**src/rtl/mrs_pkg.sv**
```systemverilog
// ----------------------------------------------------------------------------
// mrs_pkg
// Types and codes shared by the matrix rotation store modules.
// ----------------------------------------------------------------------------
package mrs_pkg;

  typedef enum logic [2:0] {
    OP_SET_SIZE = 3'd0,
    OP_WRITE    = 3'd1,
    OP_READ     = 3'd2,
    OP_ROT_R    = 3'd3,
    OP_ROT_L    = 3'd4
  } op_t;

  typedef enum logic {
    S_IDLE = 1'b0,
    S_BUSY = 1'b1
  } state_t;

  typedef struct packed {
    logic [2:0] op;
    logic [3:0] row;
    logic [3:0] col;
    logic [4:0] new_rows;
    logic [4:0] new_cols;
    logic [7:0] value;
  } in_item_t;

  typedef struct packed {
    logic [7:0] read_value;
    logic       read_valid;
    logic [4:0] view_rows;
    logic [4:0] view_cols;
    logic [1:0] view_turns;
  } out_item_t;

  // Commands from the controller to the datapath.
  typedef struct packed {
    logic accept;
    logic load_out;
  } ctrl_cmd_t;

  // Status from the datapath to the controller.
  typedef struct packed {
    logic out_valid;
  } dp_status_t;

endpackage

```
**src/rtl/mrs_ctrl.sv**
```systemverilog
// ----------------------------------------------------------------------------
// mrs_ctrl
// Controller: takes one transaction, then hands its result to the output.
// ----------------------------------------------------------------------------
module mrs_ctrl
  import mrs_pkg::*;
(
  input  logic       clk,
  input  logic       rst_n,
  input  logic       in_tvalid,
  output logic       in_tready,
  input  logic       out_tready,
  input  dp_status_t status,
  output ctrl_cmd_t  cmd
);

  state_t state_r, state_nxt;
  logic   out_free;

  assign out_free = !status.out_valid || out_tready;

  always_ff @(posedge clk) begin
    if (!rst_n) begin
      state_r <= S_IDLE;
    end else begin
      state_r <= state_nxt;
    end
  end

  always_comb begin
    state_nxt = state_r;
    case (state_r)
      S_IDLE: begin
        if (in_tvalid) state_nxt = S_BUSY;
      end
      S_BUSY: begin
        if (out_free) state_nxt = S_IDLE;
      end
      default: state_nxt = S_IDLE;
    endcase
  end

  always_comb begin
    in_tready    = 1'b0;
    cmd.accept   = 1'b0;
    cmd.load_out = 1'b0;
    case (state_r)
      S_IDLE: begin
        in_tready  = 1'b1;
        cmd.accept = in_tvalid;
      end
      S_BUSY: begin
        cmd.load_out = out_free;
      end
      default: begin
        in_tready = 1'b0;
      end
    endcase
  end

endmodule

```
**src/rtl/mrs_datapath.sv**
```systemverilog
// ----------------------------------------------------------------------------
// mrs_datapath
// View state, address remap, element memory and output register.
// ----------------------------------------------------------------------------
module mrs_datapath
  import mrs_pkg::*;
#(
  parameter int SIDE = 16
) (
  input  logic       clk,
  input  logic       rst_n,
  input  logic       cfg_wr_en,
  input  logic [1:0] cfg_wr_data,
  input  in_item_t   item,
  input  ctrl_cmd_t  cmd,
  input  logic       out_tready,
  output dp_status_t status,
  output out_item_t  result
);

  localparam int DEPTH = SIDE * SIDE;
  localparam int AW    = $clog2(DEPTH);
  localparam int CLAMP = (SIDE > 31) ? 31 : SIDE;
  localparam logic [4:0] CLAMP_V = 5'(CLAMP);

  logic [7:0] mem [DEPTH];
  logic [7:0] mem_q_r;
  logic       rd_ok_r;

  logic [4:0] stored_rows_r, stored_cols_r;
  logic [1:0] orient_r, qturns_r;
  logic       out_valid_r;
  out_item_t  result_r;

  logic [4:0] view_rows, view_cols;
  logic [4:0] row5, col5, x, y;
  logic       in_bounds;
  logic [AW-1:0] addr;
  op_t        op;

  assign op        = op_t'(item.op);
  assign view_rows = orient_r[0] ? stored_cols_r : stored_rows_r;
  assign view_cols = orient_r[0] ? stored_rows_r : stored_cols_r;
  assign row5      = {1'b0, item.row};
  assign col5      = {1'b0, item.col};
  assign in_bounds = (row5 < view_rows) && (col5 < view_cols);

  // View position to stored position for each orientation.
  always_comb begin
    case (orient_r)
      2'd0: begin
        x = row5;
        y = col5;
      end
      2'd1: begin
        x = stored_rows_r - 5'd1 - col5;
        y = row5;
      end
      2'd2: begin
        x = stored_rows_r - 5'd1 - row5;
        y = stored_cols_r - 5'd1 - col5;
      end
      default: begin
        x = col5;
        y = stored_cols_r - 5'd1 - row5;
      end
    endcase
  end

  assign addr = AW'(x) * AW'(SIDE) + AW'(y);

  always_ff @(posedge clk) begin
    if (cmd.accept && op == OP_WRITE && in_bounds) begin
      mem[addr] <= item.value;
    end
    if (cmd.accept && op == OP_READ && in_bounds) begin
      mem_q_r <= mem[addr];
    end
  end

  always_ff @(posedge clk) begin
    if (!rst_n) begin
      stored_rows_r <= '0;
      stored_cols_r <= '0;
      orient_r      <= '0;
      qturns_r      <= 2'd1;
      rd_ok_r       <= 1'b0;
    end else begin
      if (cfg_wr_en) qturns_r <= cfg_wr_data;
      if (cmd.accept) begin
        rd_ok_r <= (op == OP_READ) && in_bounds;
        case (op)
          OP_SET_SIZE: begin
            stored_rows_r <= (item.new_rows > CLAMP_V) ? CLAMP_V : item.new_rows;
            stored_cols_r <= (item.new_cols > CLAMP_V) ? CLAMP_V : item.new_cols;
            orient_r      <= '0;
          end
          OP_ROT_R: orient_r <= orient_r + qturns_r;
          OP_ROT_L: orient_r <= orient_r - qturns_r;
          default: ;
        endcase
      end
    end
  end

  always_ff @(posedge clk) begin
    if (!rst_n) begin
      out_valid_r <= 1'b0;
    end else if (cmd.load_out) begin
      out_valid_r <= 1'b1;
    end else if (out_tready) begin
      out_valid_r <= 1'b0;
    end
  end

  always_ff @(posedge clk) begin
    if (cmd.load_out) begin
      result_r.read_value <= rd_ok_r ? mem_q_r : 8'd0;
      result_r.read_valid <= rd_ok_r;
      result_r.view_rows  <= view_rows;
      result_r.view_cols  <= view_cols;
      result_r.view_turns <= orient_r;
    end
  end

  assign status.out_valid = out_valid_r;
  assign result           = result_r;

endmodule

```
**src/rtl/matrix_rotation_store.sv**
```systemverilog
// ----------------------------------------------------------------------------
// matrix_rotation_store
// Character matrix behind a rotatable view, driven by a stream of ops.
// ----------------------------------------------------------------------------
// Usage: each input transaction carries one op in in_tuser (set size, write,
// read, rotate right, rotate left) and its operands in in_tdata. Every op
// gives exactly one result transaction with the read byte, a read-valid flag
// in out_tuser, and the view's row count, column count and orientation as
// they stand after the op.
// Timing: an op is taken while the controller is idle; the element memory is
// read or written at that accepting edge, and the result enters the output
// register in the controller's drain step once the output register is free,
// which raises out_tvalid. Each op passes the accept and drain steps, and the
// controller takes no new op until the last result has entered the register.
// Stalls: a result waiting on out_tready holds in the output register while
// the next op is accepted; that op then waits in the controller until the
// output register frees.
// Reset: rst_n clears the view to zero rows, zero columns and no turn, and
// sets the turn step to one quarter turn. The element memory is not cleared;
// an entry reads back only after it was written. cfg_wr_en writes the turn
// step and should only be used while no op is in flight.
// ----------------------------------------------------------------------------
module matrix_rotation_store
  import mrs_pkg::*;
#(
  parameter int SIDE = 16
) (
  input  logic        clk,
  input  logic        rst_n,
  // Configuration: quarter turns per rotate op.
  input  logic        cfg_wr_en,
  input  logic [1:0]  cfg_wr_data,
  // Input channel.
  input  logic        in_tvalid,
  output logic        in_tready,
  // in_tdata, low bit up: row[3:0], col[7:4], new_rows[12:8],
  // new_cols[17:13], value[25:18], zero fill [31:26].
  input  logic [31:0] in_tdata,
  // in_tuser: op[2:0].
  input  logic [2:0]  in_tuser,
  // Result channel.
  output logic        out_tvalid,
  input  logic        out_tready,
  // out_tdata, low bit up: read_value[7:0], view_rows[12:8],
  // view_cols[17:13], view_turns[19:18], zero fill [23:20].
  output logic [23:0] out_tdata,
  // out_tuser: read_valid.
  output logic        out_tuser
);

  in_item_t   item;
  out_item_t  result;
  ctrl_cmd_t  cmd;
  dp_status_t status;

  // Unpack the transaction into its fields.
  assign item.op       = in_tuser;
  assign item.row      = in_tdata[3:0];
  assign item.col      = in_tdata[7:4];
  assign item.new_rows = in_tdata[12:8];
  assign item.new_cols = in_tdata[17:13];
  assign item.value    = in_tdata[25:18];

  mrs_ctrl u_ctrl (
    .clk        (clk),
    .rst_n      (rst_n),
    .in_tvalid  (in_tvalid),
    .in_tready  (in_tready),
    .out_tready (out_tready),
    .status     (status),
    .cmd        (cmd)
  );

  mrs_datapath #(
    .SIDE (SIDE)
  ) u_datapath (
    .clk         (clk),
    .rst_n       (rst_n),
    .cfg_wr_en   (cfg_wr_en),
    .cfg_wr_data (cfg_wr_data),
    .item        (item),
    .cmd         (cmd),
    .out_tready  (out_tready),
    .status      (status),
    .result      (result)
  );

  // The output register lives in the datapath; pack it for the bus.
  assign out_tvalid = status.out_valid;
  assign out_tuser  = result.read_valid;
  assign out_tdata  = {4'd0, result.view_turns, result.view_cols,
                       result.view_rows, result.read_value};

endmodule

```
**config.mk**
```make
export PLATFORM = sky130hd
export DESIGN_NAME = matrix_rotation_store
export DESIGN_NICKNAME = d
export VERILOG_FILES = /design/src/rtl/mrs_pkg.sv /design/src/rtl/mrs_ctrl.sv /design/src/rtl/mrs_datapath.sv /design/src/rtl/matrix_rotation_store.sv
export SDC_FILE = /design/constraint.sdc
export NUM_CORES = 2
export LEC_CHECK = 0
export BUFFER_PORTS_ARGS = -buffer_cell sky130_fd_sc_hd__buf_2
export CAP_MARGIN = 20
export CELL_PAD_IN_SITES_DETAIL_PLACEMENT = 1
export CELL_PAD_IN_SITES_GLOBAL_PLACEMENT = 2
export CORE_ASPECT_RATIO = 0.9
export CORE_MARGIN = 2
export CORE_UTILIZATION = 44
export CTS_BUF_LIST = sky130_fd_sc_hd__clkbuf_8
export DETAILED_ROUTE_END_ITERATION = 10
export MAX_ROUTING_LAYER = met4
export PLACE_DENSITY = 0.75
export SETUP_SLACK_MARGIN = 0.15
export SLEW_MARGIN = 20
export SYNTH_ARGS = -nofsm -noshare
export SYNTH_HDL_FRONTEND = slang
export SYNTH_HIERARCHICAL = 1
export SYNTH_SLANG_ARGS = --single-unit
```
**constraint.sdc**
```tcl
create_clock -name clk -period 4.85 [get_ports clk]
set_clock_uncertainty 0.15 [all_clocks]
set_input_delay 0.485 -clock clk [delete_from_list [all_inputs] [get_ports clk]]
set_output_delay 0.485 -clock clk [all_outputs]
set_load 0.05 [all_outputs]
```
# After elaboration in Yosys (flattened, before gate mapping)
# Memories as Yosys holds them, arrays and structs flattened. A register that Yosys moved wholly into a read port is not among the register bits.
# Index checks and enable logic that the tools add are counted.
# Widths: inputs -> output; s select.
# classes
mul	0
bitwise	1
div	0
shifts	0
n_mux	17
n_eq_ne	6
magnitude_cmp	4
n_reduce_logical	14
n_addsub	9
# ops
operator	n
$mux 5	4
$pmux 5 s3	1
$pmux 4 s3	1
$gt 5x5->1 const B	2
$lt 4x5->1	2
$sub 5x4->5	2
$mux 1	9
$add 8x5->8	1
$sub 4x4->4	2
$eq 3x2->1 const B	2
$logic_and 1x1->1	6
$pmux 2 s3	1
$sub 5x1->5 const B	1
$reduce_and 2->1	2
$sub 4x1->4 const B	1
$eq 3x1->1 const B	1
$eq 3x3->1 const B	1
$logic_not 3->1	1
$reduce_bool 3->1	1
$add 2x2->2	1
$eq 2x1->1 const B	1
$eq 2x2->1 const B	1
$logic_not 2->1	1
$pmux 1 s2	1
5 further kinds	5
# word_totals
inputBits	42
n_memories	1
word_cells	64
ram_bits	2048
latch_bits	0
rom_bits	0
reg_bits	38
# memory_table
memory	words	width	rd	rd_ports_with_merged_regs	wr	line	rtl
u_datapath.mem	256	8	1	1	1	mrs_datapath.sv:26	logic [7:0] mem [DEPTH];

# Longest topological paths before layout
# depth
word_depth	6
mapped_depth	25
depth_no_buf	21

# Modules after synthesis
# Netlist, hierarchy kept.
# modules_own_cells
module	area_per_inst_um2	cells_per_inst	seq_area_each_um2	n_inst
mrs_datapath	83893.0	5745	62690.1	1
mrs_ctrl	71.3	7	20.0	1
matrix_rotation_store	33.8	5	0.0	1

# Worst setup path after synthesis
# OpenSTA, ideal clock, no wires.
# synth_path
path_kind	register to register
start	register u_datapath.orient_r[0]
end	memory u_datapath.mem[98][0], enable pin
setup_time_ps	370
required_ps	4330
period_less_slack_ps	5110
path_slack_ps	-260
arrival_ps	4589
n_path_buf	7
stages_incl_launch_ff	19
cell_sequence	dfxtp_1 > buf_1 > inv_1 > ha_1 > clkbuf_1 > nand2_1 > o21ai_0 > ha_1 > fa_1 > or3_1 > and2_1 > clkbuf_1 > clkbuf_1 > buf_1 > clkbuf_1 > nor3_1 > nand2_1 > clkbuf_1 > nor2_1
# synth_between
elab_chain_len	6
# synth_rtl
element	line	rtl
start, declared	mrs_datapath.sv:31	logic [1:0] orient_r, qturns_r;
start signal, assigned	mrs_datapath.sv:98	OP_ROT_R: orient_r <= orient_r + qturns_r;
start signal, assigned	mrs_datapath.sv:99	OP_ROT_L: orient_r <= orient_r - qturns_r;
parallel branches: the longest is 6 deep, another holds $add 8x5->8	--	
end, declared	mrs_datapath.sv:26	
# Several ways; the timed one is not identified.

# Final worst setup path
# layout_path
start	register u_datapath.orient_r[0]
end	register u_datapath.mem_q_r[4], read port of u_datapath.mem, data pin
# layout_between
elab_chain_len	4
# layout_rtl
element	line	rtl
parallel branches: the longest is 4 deep, another holds $add 8x5->8	--	
end, declared	mrs_datapath.sv:27	logic [7:0] mem_q_r;
# Several ways; the timed one is not identified.
# A chain may end at the register's enable or synchronous reset.

==> summary.md <==
The run finished with clean final reports. Once layout is done, the placed cells without fillers occupy 102,100 sq um. The first-pass GRT wire length was 401,800 um. TritonCTS built the clock tree.

Global routing finished with a remaining overflow of 0. The via count of the first global-routing pass is 56,990. Synthesized area divided by synthesized cell count: 14.59 sq um. The post-synthesis cell area is 84,000 sq um, and the layout overhead on the synthesized area is 21.51%. After floorplanning, the core was divided into 152 placement rows. For the number of endpoints with negative hold slack in the final report, the log shows 0. Sequential cells burn 49.1% of the power. The internal power component is 29.45 mW, and the number of different library cells in the post-synthesis netlist is 61. Cells with a size suffix above 1 make up 25.55% of the layout.

For the post-DP HPWL, the log shows 171,600 um. At the pin with the least slew margin, the transition time is 1.009 ns. From bottom edge to top edge, the die measures 418.5 um.

The number of antenna violations at the first check in global routing was 10. The setup-violating endpoint count in the final report was 0. STA classifies the critical path startpoint as a flip-flop. Yosys mapped a number of flops with a built-in enable equal to 2,077. In this run, placement finished with an instance count of 8,700. The count of antenna-violating nets left after detailed routing was 0; the final standard cell count with taps included and fillers excluded was 9,415. The clock net in this run drives a total of 2,094 sinks. Share of total power in the clock network: 35.5%.

The die outline width was 464.6 um. The final period demand of the worst path is 4.742 ns. For the setup TNS after final layout, the log shows 0 ns.

Summing all placed instances gives a cell area of 93,140 sq um. The run gives 11.14 mW as the net switching power. The average wire length per cell after detail routing is 29.77 um. Data arrives at the worst endpoint at 5.53 ns.

The post-layout net count was 6,681; the share of the clock period used by the worst path after layout was 97.77%. The vias per cell works out to 6.041. The logs give 74.66% for the fraction of the yosys area taken by sequential cells and 5 for the number of levels the H-tree was split into. The tools report the worst voltage drop across the vdd grid as 0.3084 mV.

The filler cells instantiated in the layout total 18,450. The overall power of the completed layout was 40.59 mW; the first-pass detailed-route iteration total was 6. Peak fanout along the critical path: 8. The die covers 194,400 sq um. The run gives 44.17% as the initial standard-cell utilization of the core. The later pin in the worst-skew pair is clocked with a latency of 1.07 ns. The leakage dissipation came out at 35.16 nW. By area the synthesized netlist is led by sky130_fd_sc_hd__edfxtp_1 74%, sky130_fd_sc_hd__nand2_1 5.5%, sky130_fd_sc_hd__mux4_2 3.7%. The cell count after synthesis came out at 5,757. TritonCTS created 357 clock buffers.

The worst setup path is of the flip-flop to flip-flop kind. The total DRC errors in the routed layout is 0, and the critical path data required time is 5.63 ns. The number of max-slew violations in the final report was 0; the core footprint was 190,200 sq um.

For the detailed-route wire length, the log shows 280,300 um. At the end of routability-driven placement, the weighted congestion stood at 0.9235. The total track usage is 29.02%, and the number of I/O port buffers is 58. After the first detailed-routing iteration, the DRC count stood at 6,396.

The root cell of the clock tree was sky130_fd_sc_hd__clkbuf_8. 69 I/O pins were placed. Counting flops with an async set or reset pin after synthesis yields a share of 0%.

The clock-pin transition on the worst setup and hold timing paths was 0.07 ns; the portion of synthesized cell area occupied by the leading cell type was 74.25%. Max-cap violations in this run came to 0. The switching share of power came out at 27.44%.

Combinational share of power: 15.4%. The number of flip-flops and latches in the synthesized netlist works out to 2,094. Dividing total power by cell area gives a power density of 397.7 nW/um^2. Timing would allow up to 0.2109 GHz. In this run the tightest slew margin relative to its limit is 32.76%. Hold timing on the final database bottoms out at a slack of 0.1534 ns.

Entering global routing, the biggest net connects 127 pins. The type of the most critical hold path was input pin to flip-flop. The Yosys step of the flow raised 6 warnings. Among all flip-flop cells after synthesis, the most frequent one is sky130_fd_sc_hd__edfxtp_1. The largest area contributor in the netlist is sky130_fd_sc_hd__edfxtp_1. The routed layout has 56,870 vias. Setup repair after global routing could not meet its margin everywhere.

Counting along the longest clock path gives a buffer depth of 4. The kind of end point of the critical path was a flip-flop.
==> cells in the mapped netlist (11+ instances only) <==
| master | number |
|---|---|
| sky130_fd_sc_hd__buf_1 | 59 |
| sky130_fd_sc_hd__and3_1 | 250 |
| sky130_fd_sc_hd__a21oi_1 | 59 |
| sky130_fd_sc_hd__and2_1 | 14 |
| sky130_fd_sc_hd__buf_4 | 11 |
| sky130_fd_sc_hd__nand2_1 | 1232 |
| sky130_fd_sc_hd__nand4_1 | 23 |
| sky130_fd_sc_hd__nor3b_1 | 11 |
| sky130_fd_sc_hd__nor2b_1 | 17 |
| sky130_fd_sc_hd__edfxtp_1 | 2077 |
| sky130_fd_sc_hd__buf_2 | 115 |
| sky130_fd_sc_hd__mux2i_1 | 17 |
| sky130_fd_sc_hd__clkbuf_1 | 243 |
| sky130_fd_sc_hd__a31oi_1 | 100 |
| sky130_fd_sc_hd__nor4_1 | 19 |
| sky130_fd_sc_hd__ha_1 | 23 |
| sky130_fd_sc_hd__o21ai_0 | 61 |
| sky130_fd_sc_hd__inv_1 | 25 |
| sky130_fd_sc_hd__a22oi_1 | 37 |
| sky130_fd_sc_hd__nor3_1 | 35 |
| sky130_fd_sc_hd__a211oi_1 | 193 |
| sky130_fd_sc_hd__dfxtp_1 | 17 |
| sky130_fd_sc_hd__nor2_1 | 275 |
| sky130_fd_sc_hd__mux4_2 | 137 |
| sky130_fd_sc_hd__a311oi_1 | 258 |
| sky130_fd_sc_hd__nand3_1 | 318 |
| sky130_fd_sc_hd__o21a_1 | 12 |
==> path summary, 6_finish.rpt <==
kind                                                   from                           to  slack [ns]  cells after the start
worst min-delay path                             out_tready            u_datapath/status        0.15                      4
worst max register to register       u_datapath/orient_r[0]        u_datapath/mem_q_r[4]        0.11                     20
worst min register to register  u_datapath/stored_cols_r[3]  u_datapath/stored_cols_r[3]        0.46                      2
worst max-delay path                 u_datapath/orient_r[0]        u_datapath/mem_q_r[4]        0.11                     20
==> cells by family after synthesis <==
group | count (synthesis) | synth area share [%]
adders and majority gates | 25 | 0.3903
buffers and inverters | 457 | 2.298
xor gates and xnor gates | 14 | 0.1460
DFF | 2094 | 74.66
AOI/OAI and AO/OA | 792 | 7.034
other | 1 | 0.004464
muxes | 159 | 3.943
and+or+nand+nor | 2215 | 11.53
==> registers in the layout, indices dropped and copies added, names as in the netlist <==
name / count
u_datapath/status: 1
u_datapath/stored_rows_r: 5
u_datapath/mem_q_r: 8
u_datapath/qturns_r: 2
u_ctrl/state_r: 1
u_datapath/stored_cols_r: 5
u_datapath/orient_r: 2
u_datapath/mem: 2048
u_datapath/result: 21
u_datapath/rd_ok_r: 1
==> power groups by stage <==
stage | clock network [mW] | logic (mW) | registers [mW]
global placement | 0 | 5.45 | 20.3
CTS | 14.6 | 5.92 | 19.9
detailed placement | 0 | 5.53 | 20.3
floorplan | 0 | 2.52 | 20.3
finish | 14.4 | 6.25 | 19.9
global route | 15.4 | 6.51 | 19.9
==> layout make-up <==
cell class	instances	area [sq um]	area share [%]
Clock buffer	367	5051	4.949
Clock inverter	242	1136	1.113
Inverter	25	93.84	0.09194
Antenna cell	10	25.02	0.02452
Sequential cell	2094	62710	61.44
Tap cell	2541	3179	3.115
Multi-Input combinational cell	3210	21030	20.60
Timing Repair Buffer	926	8841	8.662
==> worst max-delay path: stages (launching register included) <==
cell,delay [ns]
sky130_fd_sc_hd__dfxtp_2,0.34
sky130_fd_sc_hd__inv_2,0.05
sky130_fd_sc_hd__ha_4,0.17
sky130_fd_sc_hd__nand2_1,0.06
sky130_fd_sc_hd__o21ai_1,0.06
sky130_fd_sc_hd__ha_2,0.20
sky130_fd_sc_hd__fa_1,0.47
sky130_fd_sc_hd__or3_4,0.52
sky130_fd_sc_hd__buf_6,0.19
sky130_fd_sc_hd__nand2_8,0.16
sky130_fd_sc_hd__buf_12,0.14
sky130_fd_sc_hd__bufbuf_16,0.27
sky130_fd_sc_hd__a211oi_2,0.09
sky130_fd_sc_hd__a311oi_1,0.46
sky130_fd_sc_hd__a311oi_2,0.09
sky130_fd_sc_hd__buf_4,0.17
sky130_fd_sc_hd__o31ai_4,0.29
sky130_fd_sc_hd__nor4_1,0.13
sky130_fd_sc_hd__buf_4,0.18
sky130_fd_sc_hd__o21ai_1,0.23
sky130_fd_sc_hd__o21a_1,0.16
==> layer usage <==
metal  routed length (um)  up-vias  GRT usage, %
met4                 8793        0         8.953
met1               118500    29850         40.97
met5                    0        -             -
met3                24580      517         4.922
met2               128400     2624         43.22
li1                     -    23880             -
==> stage by stage <==
step | worst slack [ns] | utilization [%]
floorplan | -0.01986 | -
global route | -0.02824 | 53.67
global placement | -0.4666 | 48.97
detailed placement | -0.4129 | 48.97
CTS | 0.06939 | 53.14
finish | 0.1081 | 53.67
==> cell usage in the layout, fill, tap and decap left out, types with 17 or more instances in the layout <==
master	n
sky130_fd_sc_hd__nand3_1	316
sky130_fd_sc_hd__nor2_1	201
sky130_fd_sc_hd__ha_1	18
sky130_fd_sc_hd__a21oi_1	47
sky130_fd_sc_hd__dlygate4sd3_1	38
sky130_fd_sc_hd__a211oi_1	151
sky130_fd_sc_hd__o21ai_1	17
sky130_fd_sc_hd__edfxtp_1	2077
sky130_fd_sc_hd__buf_12	98
sky130_fd_sc_hd__a31oi_1	98
sky130_fd_sc_hd__a311oi_1	217
sky130_fd_sc_hd__mux4_2	137
sky130_fd_sc_hd__buf_4	691
sky130_fd_sc_hd__buf_16	17
sky130_fd_sc_hd__nand2_2	18
sky130_fd_sc_hd__clkinv_1	95
sky130_fd_sc_hd__buf_2	50
sky130_fd_sc_hd__o21ai_0	37
sky130_fd_sc_hd__nand2_1	1211
sky130_fd_sc_hd__nor3_1	21
sky130_fd_sc_hd__a22oi_1	28
sky130_fd_sc_hd__and3_1	247
sky130_fd_sc_hd__clkbuf_8	367
sky130_fd_sc_hd__a211oi_2	38
sky130_fd_sc_hd__clkinv_2	39
sky130_fd_sc_hd__nand4_1	23
sky130_fd_sc_hd__inv_1	121
sky130_fd_sc_hd__a311oi_2	40
sky130_fd_sc_hd__nor2_4	25
sky130_fd_sc_hd__nor2_2	50
==> what timing repair did <==
item	in CTS	in global routing
hold endpoints to repair	778	0
gates resized for setup	185	122
buffers inserted	19	20
pin swaps	29	41
gates cloned	11	8
setup endpoints to repair	1813	921
hold buffers	38	0
(Power assumes the default switching activity.)
